$ cat src/hdl/pat_ram.sv
// Generic single-port-write, single-port-read RAM with registered read.
`timescale 1ns / 1ps
module pat_ram #(
  parameter int WIDTH = 64,
  parameter int DEPTH = 64
) (
  input  logic                     clk,
  input  logic                     we,
  input  logic [$clog2(DEPTH)-1:0] waddr,
  input  logic [WIDTH-1:0]         wdata,
  input  logic [$clog2(DEPTH)-1:0] raddr,
  output logic [WIDTH-1:0]         rdata
);
  logic [WIDTH-1:0] mem [DEPTH];
  always_ff @(posedge clk) begin
    if (we) mem[waddr] <= wdata;
    rdata <= mem[raddr];
  end
endmodule

$ cat config.mk
export PLATFORM = sky130hd
export DESIGN_NAME = pat_ram
export DESIGN_NICKNAME = d
export VERILOG_FILES = /design/src/hdl/pat_ram.sv
export SDC_FILE = /design/constraint.sdc
export NUM_CORES = 2
export LEC_CHECK = 0
export BUFFER_PORTS_ARGS = -buffer_cell sky130_fd_sc_hd__buf_2
export CORE_MARGIN = 1
export CORE_UTILIZATION = 45
export CTS_CLUSTER_DIAMETER = 80
export DETAILED_ROUTE_END_ITERATION = 10
export PLACE_DENSITY_LB_ADDON = 0.25
export SETUP_SLACK_MARGIN = 0.2
export SYNTH_ARGS = -nofsm -noshare
export SYNTH_HDL_FRONTEND = slang
export SYNTH_SLANG_ARGS = --single-unit
$ cat constraint.sdc
create_clock -name clk -period 5.6 [get_ports clk]
set_input_delay 0 -clock clk [delete_from_list [all_inputs] [get_ports clk]]
set_output_delay 0 -clock clk [all_outputs]
set_load 0.01 [all_outputs]
Word level (Yosys, flattened, before mapping)
Memory sizes are Yosys's and may differ from the RTL's. A register that Yosys moved wholly into a read port is not among the register bits.
Index checks and enable logic that the tools add are counted.
{"block": "totals", "register_bits": 0, "latch_bits": 0, "mem_bits_rw": 4096, "mem_bits_ro": 0, "inputBits": 78, "elab_cells": 3, "n_memories": 1}
{"memory": "mem", "depth": 64, "width": 64, "read_ports": 1, "rd_clocked_by_memory_dff": 1, "write_ports": 1, "line": "14", "rtl": "logic [WIDTH-1:0] mem [DEPTH];"}
{"block": "classes", "add_sub_neg": 0, "n_mul": 0, "div": 0, "magnitude_cmp": 0, "eq_ne": 0, "shift": 0, "mux": 2, "bitwise": 0, "n_reduce_logical": 0}
{"operator": "1-bit 2-to-1 mux", "count": 2}

Depth between registers and ports, before layout
{"block": "logic_depth", "ltp_word": 2, "ltp_mapped": 9, "depth_no_buf": 5}

Worst setup path after synthesis
No wires, ideal clock.
{"block": "synth_path", "kind": "input -> register", "start": "in waddr[3]", "end": "mem mem[48][0] (enable)", "arrival_time_ps": 4872, "required_time_ps": 5036, "path_slack_ps": 164, "path_stages": 4, "cell_sequence": "clkbuf_1 -> nor2b_1 -> nand4b_1 -> nor3_1"}
{"element": "start: declaration", "line": "9", "rtl": "input logic [$clog2(DEPTH)-1:0] waddr,"}
{"element": "end: declaration", "line": "14"}
No word-level cell before the write port.

==> report_table.html <==
<table>
<tr><th>Metric</th><th>Value</th></tr>
<tr><th colspan="2">Outcome</th></tr>
<tr><td>Run status</td><td>completed</td></tr>
<tr><th colspan="2">Logic synthesis</th></tr>
<tr><td>Library cell with the largest summed area after synthesis</td><td>sky130_fd_sc_hd__edfxtp_1</td></tr>
<tr><td>Ys flop type</td><td>sky130_fd_sc_hd__edfxtp_1</td></tr>
<tr><td>Post-Synthesis Net Count</td><td>6676</td></tr>
<tr><td>Fraction of the yosys area taken by sequential cells</td><td>approximately four fifths</td></tr>
<tr><td>Synth Register Bits</td><td>between 4000 and 5000</td></tr>
<tr><td>Most frequently used cell type in the post-synthesis netlist</td><td>sky130_fd_sc_hd__edfxtp_1</td></tr>
<tr><td>Fraction of registers with async set/reset</td><td>0%</td></tr>
<tr><td>Syn_area_per_cell</td><td>roughly 24 um2</td></tr>
<tr><td>Synth top area cells</td><td>sky130_fd_sc_hd__edfxtp_1 79%, sky130_fd_sc_hd__mux4_2 15%, sky130_fd_sc_hd__mux2i_1 0.86%</td></tr>
<tr><td>Number of synthesized flops with an enable pin</td><td>approximately 4000</td></tr>
<tr><td>Number of library cell types mapped by synthesis</td><td>33</td></tr>
<tr><td>Top-area cell type share of the netlist area</td><td>78.7%</td></tr>
<tr><td>Yosys Warn Count</td><td>0</td></tr>
<tr><td>Count of mapped cells out of synthesis</td><td>about 6600</td></tr>
<tr><td>Commonest cells post-synth</td><td>4096 x sky130_fd_sc_hd__edfxtp_1, 1024 x sky130_fd_sc_hd__mux4_2, 170 x sky130_fd_sc_hd__buf_2</td></tr>
<tr><td>Netlist area before placement</td><td>between 0.15 and 0.2 mm2</td></tr>
<tr><th colspan="2">Critical path</th></tr>
<tr><td>Data arrival time of the worst path</td><td>roughly 3.8 ns</td></tr>
<tr><td>RR Startpoint</td><td>mem[49][59]</td></tr>
<tr><td>Worst setup slack for register-to-register paths</td><td>~3.4 ns</td></tr>
<tr><td>RR Endpoint</td><td>rdata[59]</td></tr>
<tr><td>Worst EP required</td><td>6.37 ns</td></tr>
<tr><td>Critical path peak fanout</td><td>between 60 and 70</td></tr>
<tr><td>Worst reg2reg path depth</td><td>5</td></tr>
<tr><td>Path type of the worst setup path</td><td>primary input to register</td></tr>
<tr><td>Kind of capture point of the worst setup path</td><td>register</td></tr>
<tr><td>Type of element launching the critical path</td><td>primary input</td></tr>
<tr><th colspan="2">Global routing</th></tr>
<tr><td>GR Overflow Total</td><td>0</td></tr>
<tr><td>Global-route wire length before repair</td><td>597 mm</td></tr>
<tr><td>Pin count of the biggest net entering global routing</td><td>between 100 and 150</td></tr>
<tr><td>Number of global-route vias before repair</td><td>roughly 75000</td></tr>
<tr><td>Initial antenna violation count</td><td>44</td></tr>
<tr><td>Global-route total usage across every layer</td><td>between 20% and 30%</td></tr>
<tr><th colspan="2">Worst hold path</th></tr>
<tr><td>Hold depth</td><td>3</td></tr>
<tr><td>Hold EP</td><td>mem[50][7]</td></tr>
<tr><td>Hold Crit Class</td><td>primary input to register</td></tr>
<tr><td>Hold_sp</td><td>waddr[5]</td></tr>
<tr><th colspan="2">Drt</th></tr>
<tr><td>Number of search-and-repair iterations in the first detailed-routing pass</td><td>5</td></tr>
<tr><td>Via-to-Cell Ratio</td><td>between 6 and 7</td></tr>
<tr><td>Starting DRT DRC Count</td><td>10000</td></tr>
<tr><td>ANT nets after route</td><td>0</td></tr>
<tr><td>Post-route DRC violation count</td><td>0</td></tr>
<tr><td>Average wire length per cell after detail routing</td><td>around 36 um</td></tr>
<tr><td>DRT Wirelength</td><td>428 mm</td></tr>
<tr><td>Via count of the routed design</td><td>about 75000</td></tr>
<tr><th colspan="2">Die</th></tr>
<tr><td>Core area</td><td>0.346 mm2</td></tr>
<tr><td>Top Ports</td><td>142</td></tr>
<tr><td>Die extent in y</td><td>just under 600 um</td></tr>
<tr><td>Starting density of the core</td><td>a little under half</td></tr>
<tr><td>Overall die width</td><td>591 um</td></tr>
<tr><td>Die footprint</td><td>between 0.3 and 0.4 mm2</td></tr>
<tr><td>Placement Rows</td><td>between 200 and 250</td></tr>
<tr><th colspan="2">Final layout</th></tr>
<tr><td>Share of cells above drive strength 1</td><td>28.4%</td></tr>
<tr><td>Relative area change from synthesis to final layout</td><td>14.0%</td></tr>
<tr><td>Count of fill cells added during filler insertion</td><td>around 27000</td></tr>
<tr><td>Fin nets</td><td>roughly 7000</td></tr>
<tr><td>Post-route design area</td><td>0.178 mm2</td></tr>
<tr><td>Register cell area after layout</td><td>0.124 mm2</td></tr>
<tr><td>Area of the multi-input gates</td><td>slightly above 0.03 mm2</td></tr>
<tr><th colspan="2">Place</th></tr>
<tr><td>Placement-stage worst setup slack</td><td>2.31 ns</td></tr>
<tr><td>Estimated wirelength of the detail-placed design</td><td>roughly 230 mm</td></tr>
<tr><td>Final weighted congestion in routability-driven placement</td><td>roughly 0.8</td></tr>
<tr><td>Quantity of I/O buffers inserted on ports</td><td>roughly 140</td></tr>
<tr><td>Area after detailed placement</td><td>approximately 0.16 mm2</td></tr>
<tr><th colspan="2">Timing</th></tr>
<tr><td>Least setup slack across all paths after layout</td><td>approximately 2.6 ns</td></tr>
<tr><td>Actual slew at the worst max-slew pin</td><td>~1.3 ns</td></tr>
<tr><td>Number of hold-slack violations in the final timing report</td><td>0</td></tr>
<tr><td>Unrepaired setup endpoints after global routing</td><td>no</td></tr>
<tr><td>Final Max Tran Viols</td><td>0</td></tr>
<tr><td>Setup tns final</td><td>0 ns</td></tr>
<tr><td>Max-slew headroom at the worst pin</td><td>a little over an eighth</td></tr>
<tr><td>Final Critical Period</td><td>just over 3 ns</td></tr>
<tr><td>Fmax achieved</td><td>330 MHz</td></tr>
<tr><td>Worst clock skew</td><td>~0.035 ns</td></tr>
<tr><td>Final critical-path share of the clock period</td><td>54.1%</td></tr>
<tr><td>Number of setup violations in the final report</td><td>0</td></tr>
<tr><td>Final Hold Slack</td><td>between 0.07 and 0.08 ns</td></tr>
<tr><th colspan="2">Power and ir drop</th></tr>
<tr><td>Total power after layout</td><td>around 65 mW</td></tr>
<tr><td>Leakage dissipation</td><td>approximately 55 nW</td></tr>
<tr><td>Peak ir drop on the vdd network</td><td>0.000383 V</td></tr>
<tr><td>Power density relative to cell area</td><td>around 370 mW/mm2</td></tr>
<tr><th colspan="2">CTS</th></tr>
<tr><td>TritonCTS buffer count</td><td>410</td></tr>
<tr><td>Number of setup buffers added after CTS</td><td>0</td></tr>
<tr><td>Depth of the CTS H-tree</td><td>5</td></tr>
<tr><td>Clock-pin slew on the worst setup and hold paths</td><td>0.06 ns</td></tr>
<tr><td>TritonCTS clock tree</td><td>done</td></tr>
<tr><td>Number of gates resized after CTS</td><td>0</td></tr>
<tr><td>Clk Tree Root Cell</td><td>sky130_fd_sc_hd__clkbuf_16</td></tr>
<tr><td>Worst-Skew Late Latency</td><td>just under 1 ns</td></tr>
<tr><td>Sink count of the clock tree</td><td>between 4000 and 5000</td></tr>
<tr><td>Hold buffer count at CTS</td><td>73</td></tr>
<tr><td>Buffers from clock root to sink, at most</td><td>4</td></tr>
<tr><th colspan="2">Run</th></tr>
<tr><td>Count of maximum capacitance violations</td><td>0</td></tr>
</table>
## stage by stage
step           utilization, %  cells
5_1_grt                  51.5  12000
4_1_cts                  51.5  12000
6_report                 51.5  12000
2_1_floorplan               -   6598
3_5_place_dp             47.4  11200
3_3_place_gp             47.4  11200
## placed cells by master (no fill, tap or decap), drive strengths merged, types with 64 or more instances in the layout
master	synthesis	layout
edfxtp	4096	4096
mux4	1024	1024
clkbuf	140	523
buf	230	381
clkinv	0	170
a22oi	168	168
mux2i	135	135
nor2	112	112
a22o	88	88
o22ai	83	83
dlygate4sd3	0	73
and3	64	64
dfxtp	64	64
## final cells by class
cell class	count	area share, %
Sequential cell	4160	69.8
Multi-Input combinational cell	2049	17.3
Clock buffer	523	6.16
Tap cell	4578	3.22
Timing Repair Buffer	454	2.16
Clock inverter	239	1.37
Inverter	19	0.0400
Antenna cell	13	0.0183
## where the power goes
group          internal, mW  leakage (nW)  switching (mW)
logic                  1.12          11.5            1.91
clock network          15.7          6.57            11.8
registers              34.5          37.4           0.177
total                  51.3          55.4            13.9
## worst max-delay path by stage
stage | startpoint | end | slack [ns] | cells after the start
2_1_floorplan | waddr[5] | mem[39][0] | 1.57 | 4
3_3_place_gp | raddr[3] | rdata[59] | 2.33 | 6
3_5_place_dp | raddr[3] | rdata[59] | 2.31 | 6
4_1_cts | raddr[2] | rdata[45] | 2.78 | 7
5_1_grt | raddr[1] | rdata[56] | 2.66 | 10
6_report | raddr[2] | rdata[45] | 2.57 | 7
## state kept, by name (all words and copies together) (netlist names)
register  flops
rdata        64
mem        4096
## cells by family after synthesis
family          share of synthesized area (%)
compound gates                           2.48
flops                                    79.5
mux                                      15.6
simple gates                             1.24
buf+inv                                  1.18
## metal layers
metal	vias up	part of all wire [%]	GRT usage (%)
met4	6	3.0	6.84
met5	-	0.0072	0
met3	607	8.8	4.50
met2	3644	48	39.3
met1	41400	40	34.5
li1	29500	-	-
## critical path, cell delays in order
cell                            delay, ns
sky130_fd_sc_hd__dlygate4sd3_1       0.63
sky130_fd_sc_hd__buf_8               0.51
sky130_fd_sc_hd__and2_4              0.94
sky130_fd_sc_hd__buf_4               0.40
sky130_fd_sc_hd__a22o_1              0.17
sky130_fd_sc_hd__nor2_1              0.08
sky130_fd_sc_hd__a211oi_1            0.85
(Power assumes the default switching activity.)
