[src/hdl/pat_pkg.sv]
// Shared types, status and kind codes for the pending ack tracker.
`timescale 1ns / 1ps
package pat_pkg;
  localparam int ENTRIES_DEF     = 32;
  localparam int ORDER_DEPTH_DEF = 64;
  localparam int IdW    = 64;
  localparam int TimeW  = 64;
  localparam int HdlW   = 32;
  localparam int KindW  = 3;
  localparam int StatW  = 3;

  localparam logic [KindW-1:0] K_PUSH   = 3'd0;
  localparam logic [KindW-1:0] K_ACK    = 3'd1;
  localparam logic [KindW-1:0] K_SWEEP  = 3'd2;
  localparam logic [KindW-1:0] K_CLEAR  = 3'd3;
  localparam logic [KindW-1:0] K_REMOVE = 3'd4;

  localparam logic [StatW-1:0] ST_OK       = 3'd0;
  localparam logic [StatW-1:0] ST_NOTFOUND = 3'd1;
  localparam logic [StatW-1:0] ST_DUP      = 3'd2;
  localparam logic [StatW-1:0] ST_FULL     = 3'd3;
  localparam logic [StatW-1:0] ST_EXPIRED  = 3'd4;
  localparam logic [StatW-1:0] ST_FLUSHED  = 3'd5;
  localparam logic [StatW-1:0] ST_EMPTY    = 3'd6;

  // control word broadcast to every slot cell
  typedef struct packed {
    logic         match_en;   // compare key against the stored id
    logic         kill_hit;   // drop the matching live entry
    logic         kill_sel;   // drop the entry named by sel
    logic         kill_all;   // drop all entries
    logic         write_en;   // store into the first free cell
  } cell_ctl_t;
endpackage

[src/hdl/pat_cell.sv]
// One slot of the live table: valid bit, id, handle, and a free-slot chain link.
`timescale 1ns / 1ps
module pat_cell (
  input  logic                     clk,
  input  logic                     rst_n,
  input  pat_pkg::cell_ctl_t       ctl,
  input  logic                     sel,
  input  logic [pat_pkg::IdW-1:0]  key,
  input  logic [pat_pkg::HdlW-1:0] wr_handle,
  input  logic                     free_in,   // a cell to the left is free
  output logic                     free_out,
  output logic                     hit,
  output logic                     valid,
  output logic [pat_pkg::IdW-1:0]  id,
  output logic [pat_pkg::HdlW-1:0] handle
);
  import pat_pkg::*;
  logic                valid_r, valid_nxt;
  logic [IdW-1:0]      id_r;
  logic [HdlW-1:0]     handle_r;
  logic                take;

  assign hit      = valid_r && (id_r == key);
  assign take     = ctl.write_en && !valid_r && !free_in;
  assign free_out = free_in || !valid_r;
  assign valid    = valid_r;
  assign id       = id_r;
  assign handle   = handle_r;

  always_comb begin
    valid_nxt = valid_r;
    if (take) valid_nxt = 1'b1;
    if ((ctl.kill_hit && hit) || (ctl.kill_sel && sel) || ctl.kill_all) valid_nxt = 1'b0;
  end

  always_ff @(posedge clk) begin
    if (!rst_n) begin
      valid_r <= 1'b0;
    end else begin
      valid_r <= valid_nxt;
    end
    if (take) begin
      id_r     <= key;
      handle_r <= wr_handle;
    end
  end
endmodule

[config.mk]
export PLATFORM = sky130hd
export DESIGN_NAME = pat_cell
export DESIGN_NICKNAME = d
export VERILOG_FILES = /design/src/hdl/pat_pkg.sv /design/src/hdl/pat_cell.sv
export SDC_FILE = /design/constraint.sdc
export NUM_CORES = 1
export LEC_CHECK = 0
export ABC_AREA = 1
export BUFFER_PORTS_ARGS = -buffer_cell sky130_fd_sc_hd__buf_2
export CAP_MARGIN = 20
export CORE_ASPECT_RATIO = 1.2
export CORE_MARGIN = 2
export CORE_UTILIZATION = 40
export DETAILED_ROUTE_END_ITERATION = 7
export PLACE_DENSITY = 0.81
export SYNTH_ARGS = -nofsm -noshare
export SYNTH_HDL_FRONTEND = slang
export SYNTH_SLANG_ARGS = --single-unit
[constraint.sdc]
create_clock -name clk -period 13.2 [get_ports clk]
set_input_delay 0 -clock clk [delete_from_list [all_inputs] [get_ports clk]]
set_output_delay 0 -clock clk [all_outputs]
set_load 0.01 [all_outputs]
Yosys cells after proc, flatten, opt, wreduce, memory -nomap -nowiden
Cells that the tools add are included.
{"block": "totals", "out_inout_bits": 99, "ramBits": 0, "mem_count": 0, "latch_bits": 0, "register_bits": 97, "rom_bits": 0, "elab_cells": 16, "inputBits": 105}
{"block": "classes", "n_mux": 0, "n_div": 0, "n_bitwise": 1, "shift": 0, "n_lt_le_gt_ge": 0, "add_sub_neg": 0, "n_eq_ne": 1, "reduce_logical": 11, "mul": 0}
{"op": "equality test 64 bit", "n": 1}
{"op": "logical AND 1 bit", "n": 5}
{"op": "logical OR 1 bit", "n": 3}
{"op": "zero test 1 bit", "n": 2}
{"op": "OR reduction 2 bit", "n": 1}
{"op": "inverter 1 bit", "n": 1}

Logic depth before layout (Yosys ltp)
Gate-level depths: netlist of run 1.
{"block": "depth", "word_depth": 6, "depth_mapped": 11, "ltp_nobuf": 11}

Worst setup path after synthesis of run 1
No wires, ideal clock.
{"block": "synth_timing", "kind": "register to register", "from": "register valid_r (netlist: valid)", "to": "register handle_r[0] (netlist: handle[0]), enable pin", "required_ns": 12.645, "path_slack_ns": 8.114, "path_buffers": 0, "t_arrival_ns": 4.530, "period_less_slack_ns": 5.086, "setup_time_ns": 0.555, "stages_incl_launch_ff": 4, "cell_sequence": "dfxtp_1 > inv_2 > nand2_1 > nor2_1"}
{"block": "synth_between", "elab_chain_len": 3}
{"item": "start: declaration", "line": "pat_cell.sv:18", "text": "logic valid_r, valid_nxt;"}
{"item": "start signal: assignment", "line": "pat_cell.sv:40", "text": "valid_r <= valid_nxt;"}
{"item": "zero test 1 bit", "line": "pat_cell.sv:24", "text": "assign take = ctl.write_en && !valid_r && !free_in;"}
{"item": "logical AND 1 bit (2 in series)", "line": "pat_cell.sv:24"}
{"item": "named net take", "line": "pat_cell.sv:21", "text": "logic take;"}
{"item": "end signal: assignment", "line": "pat_cell.sv:44", "text": "handle_r <= wr_handle;"}
{"item": "end: declaration", "line": "pat_cell.sv:20", "text": "logic [HdlW-1:0] handle_r;"}
The timed path passes the listed nets, and every way through them passes these cells.
A chain may end at the register's enable or synchronous reset.

Worst setup path after layout of run 1
{"block": "layout_timing", "from": "register valid_r (netlist: valid)", "to": "register valid_r (netlist: valid)"}
{"block": "layout_between", "word_cells_on_any_way": 8, "cone_classes": "reduce/logical (8)"}
{"item": "zero test 1 bit", "line": "pat_cell.sv:24"}
{"item": "logical AND 1 bit (2 in series)", "line": "pat_cell.sv:24"}
{"item": "named net take", "line": "pat_cell.sv:21"}
The timed path passes the listed nets, and every way through them passes these cells.

==> impl_metrics.toml, run 1 <==
[status]
outcome = "finished, final reports clean"

[timing]
skew_ps = 5.63
rsz0062_at_grt = "false"
setup_violations = 0
worst_pin_slew_ps = 752
finalCritPeriodShare_pct = 23.5
tns_ps = 0
finalMaxSlewViolations = 0
fmax_ghz = 0.322
fin_ws_ps = 10100
min_period_ps = 3100
hold_viol = 0
slew_headroom_pct = 49.9

[pwr]
finalPower_uw = 736
power_density_nw_per_um2 = 104
ir_worst_vdd_mv = 0.0761
leakage_uw = 0.00339

[worst_hold_path]
min_from = "free_in"
hold_depth = 2
hp-class = "input port to flip-flop"

[logic_synthesis]
synth_ff_type = "edfxtp_1"
yosys-top-cells-area = "edfxtp_1 63%, nand2_1 12%, inv_1 7.8%"
async_flop_share_pct = 0
ys_seq_area_share_pct = 63.9
synth_edf_count = 96
yosys_warnings = 0
postSynthAreaPerCell_um2 = 9.55
ys_types = 22
syn_area_um2 = 4540
synth_fp_nets = 581
synthCells = 476
yosysTopAreaCell = "edfxtp_1"
synth_top_area_share_pct = 63.4
synthTopCellsByCount = "151 x nand2_1, 96 x edfxtp_1, 94 x inv_1"
ys_ff_latch = 97
yosysMostFrequentCell = "nand2_1"

[final_layout]
drive_above_1_share_pct = 29.3
area_growth_pct = 55.0
layout.cells.non_filler = 927
layout.nets = 895
antenna_cells = 0

[floorplanning]
dieWidth_um = 101
initial_core_util_pct = 41.2
coreArea_um2 = 11000
fp-row-count = 42
io_pins = 204
die_area_um2 = 12200
die_y_um = 121

[worst_setup_path]
cp_max_fo = 57
worstSetupPathType = "flip-flop to flip-flop"
crit_arrival_ps = 3380
crit_chain = "inv_2 -> nand2_1 -> nor2_4 -> buf_12 -> buf_4 -> o2111ai_1 -> dlygate4sd3_1 -> nor2_1 -> dlygate4sd3_1"
slowest_delay_ps = 630
crit_path_end_kind = "flip-flop"
rr_startpoint = "valid$_SDFFE_PP0P_"
cp_slowest_cell = "buf_4"
cpMostUsedCell = "dlygate4sd3_1"
crit_start = "valid$_SDFFE_PP0P_"
critPathLaunchType = "flip-flop"
required_ps = 13480
r2r_cells = 9

[drt]
vias = 4304
drt_first_iter_violations = 249
drt-total-wl_um = 14200
dr.pass1.iters = 7
drc = 0
wire_per_inst_um = 15.3
drtAntennaViolNets = 0
via_per_inst = 4.64

[grt]
grt_max_degree = 58
grt_overflow = 0
grt_util_met2_pct = 42.9
antenna_found_initial = 0
use_met3_pct = 6.13
grt_pass1_vias = 4432
track_usage_pct = 23.5
top_usage_layer = "met2"
grt_pass1_wl_um = 21700
met1_usage_pct = 26.6

[clock_network]
root_buffer = "clkbuf_16"
cts_tree = "built"
numClockSinks = 97
cts_resized = 0
clock_latency_ps = 340
cts_buffers = 9
clk_pin_slew_worst_paths_ps = 70
htree_num_levels = 3
cts_buffer_depth = 2

[placement]
post-place-cells = 811
place_ws_ps = 10700
portBuffers = 202
gp_congestion = 0.883
place_hpwl_um = 10000

[flow_run]
maxCapViolations = 0
-- per-stage QoR --
step	hold slack [ps]	util, %	cell area [um^2]
after floorplan	98.9	-	4540
after global placement	176	52.0	5740
after detailed placement	178	52.0	5740
after CTS	188	63.6	7020
after global routing	3.33	63.8	7040
final	15.3	63.8	7040
-- final cells by class --
class / instances / area, um^2
fill: 853 / 3990
multi-input combinational: 283 / 1290
tap: 132 / 165
timing repair buffer: 303 / 2030
sequential: 97 / 2900
clock inverter: 6 / 66.3
clock buffer: 10 / 229
inverter: 96 / 360
-- path summary, 6_finish.rpt --
kind	to	slack [ps]
setup / recovery	valid$_SDFFE_PP0P_	10100
hold / removal	id[48]$_DFFE_PP_	20
setup reg to reg	valid$_SDFFE_PP0P_	10100
hold reg to reg	id[48]$_DFFE_PP_	800
-- flip-flops by register name, summed over array words and instances, names as in the netlist --
register and cells:
handle 32, id 64, valid 1
-- critical path: cells and delay by family, from the launching register on --
family | cells | cell delay, ps
DFF | 1 | 340
and+or+nand+nor | 3 | 400
AOI/OAI and AO/OA | 1 | 160
buffers and inverters | 5 | 2120
-- power breakdown --
| group | switching (uW) | leakage [uW] | internal (uW) |
|---|---|---|---|
| Sequential | 7.45 | 0.000907 | 355 |
| Clock | 116 | 0.000135 | 147 |
| Combinational | 56.4 | 0.00234 | 53.1 |
-- timing repair --
item	4_1_cts	5_1_grt
setup buffers	0	0
hold endpoints to repair	97	0
endpoints found under the setup margin	0	0
hold buffers	99	0
-- routing by layer --
metal | part of all wire, % | routed length, um | vias to the layer above
met5 | 0 | 0 | -
li1 | - | - | 2160
met1 | 39 | 5610 | 1964
met3 | 6.9 | 976 | 17
met2 | 52 | 7410 | 163
met4 | 1.6 | 223 | 0
-- cell families (layout without fill, tap and decap cells) --
family                 count (synthesis)  after routing  share of synthesized area (%)
AND/OR/NAND/NOR                      258            258                           24.0
XOR/XNOR                              14             14                           2.70
AO/OA/AOI/OAI                         11             11                           1.54
flip-flops                            97             97                           63.9
buffers and inverters                 96            415                           7.93
-- cells in the final DEF (no fill, tap or decap), drive strengths merged, types with 6 or more instances in the layout --
| cell type | netlist | layout |
|---|---|---|
| dlygate4sd3 | 0 | 99 |
| nand4 | 19 | 19 |
| buf | 0 | 204 |
| nor2 | 57 | 57 |
| edfxtp | 96 | 96 |
| or2 | 9 | 9 |
| nand2 | 152 | 152 |
| o21ai | 6 | 6 |
| nor3 | 7 | 7 |
| xnor2 | 14 | 14 |
| clkbuf | 0 | 10 |
| nand3 | 11 | 11 |
| inv | 96 | 97 |
No activity file was read; power rests on OpenSTA's default activity.
==> run 2, diff against run 1 <==
--- a/config.mk
+++ b/config.mk
@@ -12,7 +12,7 @@
 export CORE_MARGIN = 2
 export CORE_UTILIZATION = 40
 export DETAILED_ROUTE_END_ITERATION = 7
-export PLACE_DENSITY = 0.81
+export PLACE_DENSITY = 0.83
 export SYNTH_ARGS = -nofsm -noshare
 export SYNTH_HDL_FRONTEND = slang
 export SYNTH_SLANG_ARGS = --single-unit
==> constraint.sdc (replaced) <==
create_clock -name clk -period 2.7 [get_ports clk]
set_input_delay 0 -clock clk [delete_from_list [all_inputs] [get_ports clk]]
set_output_delay 0 -clock clk [all_outputs]
set_load 0.01 [all_outputs]
==> impl_metrics.toml, run 2 (synthesized netlist as in run 1, its figures left out) <==
[status]
outcome = "finished, final reports clean"

[clock_network]
root_buffer = "clkbuf_16"
htree_num_levels = 3
clock_latency_ps = 340
cts_tree = "built"
clk_pin_slew_worst_paths_ps = 80
cts_buffer_depth = 2
numClockSinks = 97
cts_buffers = 9
cts_setup_buffers = 0

[timing]
fmax_ghz = 0.437
slew_headroom_pct = 56.6
skew_ps = 4.89
finalMaxSlewViolations = 0
fin_hold_ws_ps = 79.3
setup_violations = 0
hold_viol = 0
fin_ws_ps = 410
rsz0062_at_grt = "false"
finalCritPeriodShare_pct = 84.8
worst_pin_slew_ps = 650
min_period_ps = 2290
tns_ps = 0

[grt]
grt_pass1_wl_um = 22100
grt_pass1_vias = 4517
antenna_found_initial = 1
track_usage_pct = 24.1
grt_overflow = 0
grt_max_degree = 55

[floorplanning]
die_area_um2 = 12200
fp-row-count = 42
die_y_um = 121
initial_core_util_pct = 41.2
io_pins = 204
coreArea_um2 = 11000
dieWidth_um = 101

[drt]
drtAntennaViolNets = 0
drt-total-wl_um = 14500
drc = 0
wire_per_inst_um = 15.7
vias = 4349
drt_first_iter_violations = 246
via_per_inst = 4.69
dr.pass1.iters = 4

[worst_setup_path]
cp_max_fo = 54
crit_path_end_kind = "flip-flop"
r2r_cells = 7
reg2reg_to = "valid$_SDFFE_PP0P_"
rr_startpoint = "valid$_SDFFE_PP0P_"
required_ps = 2990
critPathLaunchType = "flip-flop"
rrSetupSlack_ps = 410
crit_arrival_ps = 2580
worstSetupPathType = "flip-flop to flip-flop"

[pwr]
power_density_nw_per_um2 = 504
leakage_uw = 0.00338
ir_worst_vdd_mv = 0.374

[final_layout]
multi_input_area_um2 = 1290
utilization_pct = 63.7
mostFrequentLayoutCells = "202 x buf_2, 151 x nand2_1, 99 x dlygate4sd3_1"
final_common_cell = "buf_2"
layout.nets = 895
fillers = 856
largest_register_ffs = 64
drive_above_1_share_pct = 29.4
area_growth_pct = 54.7
seq_area_um2 = 2900

[worst_hold_path]
worstHoldEndpoint = "id[32]$_DFFE_PP_"
hold_depth = 2
min_from = "free_in"
hp-class = "input port to flip-flop"

[placement]
portBuffers = 202
gp_congestion = 0.905
place_hpwl_um = 10100
place_ws_ps = 934

[flow_run]
maxCapViolations = 0
[run 2: cell count changes in the layout (fill, tap and decap cells not counted), sizes merged]
cell,before,now
bufinv,1,0
inv,97,98
diode,0,1
clkbuf,10,9
clkinvlp,3,2
clkinv,1,3
[run 2: per-layer routing]
metal	routed length (um)	GRT usage, %	vias to the layer above
li1	-	-	2160
met1	5640	27.2	1968
met2	7370	42.4	182
met3	983	6.01	39
met4	546	10.8	0
met5	0	0	-
[run 2: critical path: stages (launching register included)]
cell           delay, ps
dfxtp_1              340
inv_2                 80
nand2_1               80
nor2_4               510
buf_12               360
o2111ai_1            160
dlygate4sd3_1        580
nor2_1               100
[run 2: cell type report]
| cell class | count | area share [%] |
|---|---|---|
| clock buffer | 9 | 3.20 |
| clock inverter | 7 | 0.783 |
| inverter | 96 | 5.13 |
| timing repair buffer | 303 | 28.9 |
| sequential | 97 | 41.3 |
| multi-input combinational | 283 | 18.3 |
| tap | 132 | 2.35 |
| antenna | 1 | 0.0356 |
[run 2: power breakdown]
part           internal [uW]  total, uW  switching [uW]
clock network            634       1230             599
logic                    260        539             278
registers               1730       1770            36.1
[run 2: worst max path at each step]
stage,startpoint,endpoint,slack [ps],depth (start not counted)
finish,valid$_SDFFE_PP0P_,valid$_SDFFE_PP0P_,410,7
global route,valid$_SDFFE_PP0P_,valid$_SDFFE_PP0P_,260,7
CTS,valid$_SDFFE_PP0P_,valid$_SDFFE_PP0P_,460,7
detailed placement,valid$_SDFFE_PP0P_,handle[25]$_DFFE_PP_,930,4
global placement,valid$_SDFFE_PP0P_,handle[25]$_DFFE_PP_,970,4
floorplan,valid$_SDFFE_PP0P_,handle[0]$_DFFE_PP_,370,3
[run 2: per-stage QoR]
| step | cell area, um^2 | instances | power (uW) |
|---|---|---|---|
| 2_1_floorplan | 4550 | 476 | 2000 |
| 3_3_place_gp | 5760 | 812 | 2210 |
| 3_5_place_dp | 5760 | 812 | 2220 |
| 4_1_cts | 7030 | 927 | 3540 |
| 5_1_grt | 7030 | 928 | 3680 |
| 6_report | 7030 | 928 | 3540 |
[run 2: repair_timing]
action,4_1_cts,5_1_grt
hold endpoints to repair,97,0
hold buffers,99,0
resized for setup,0,0
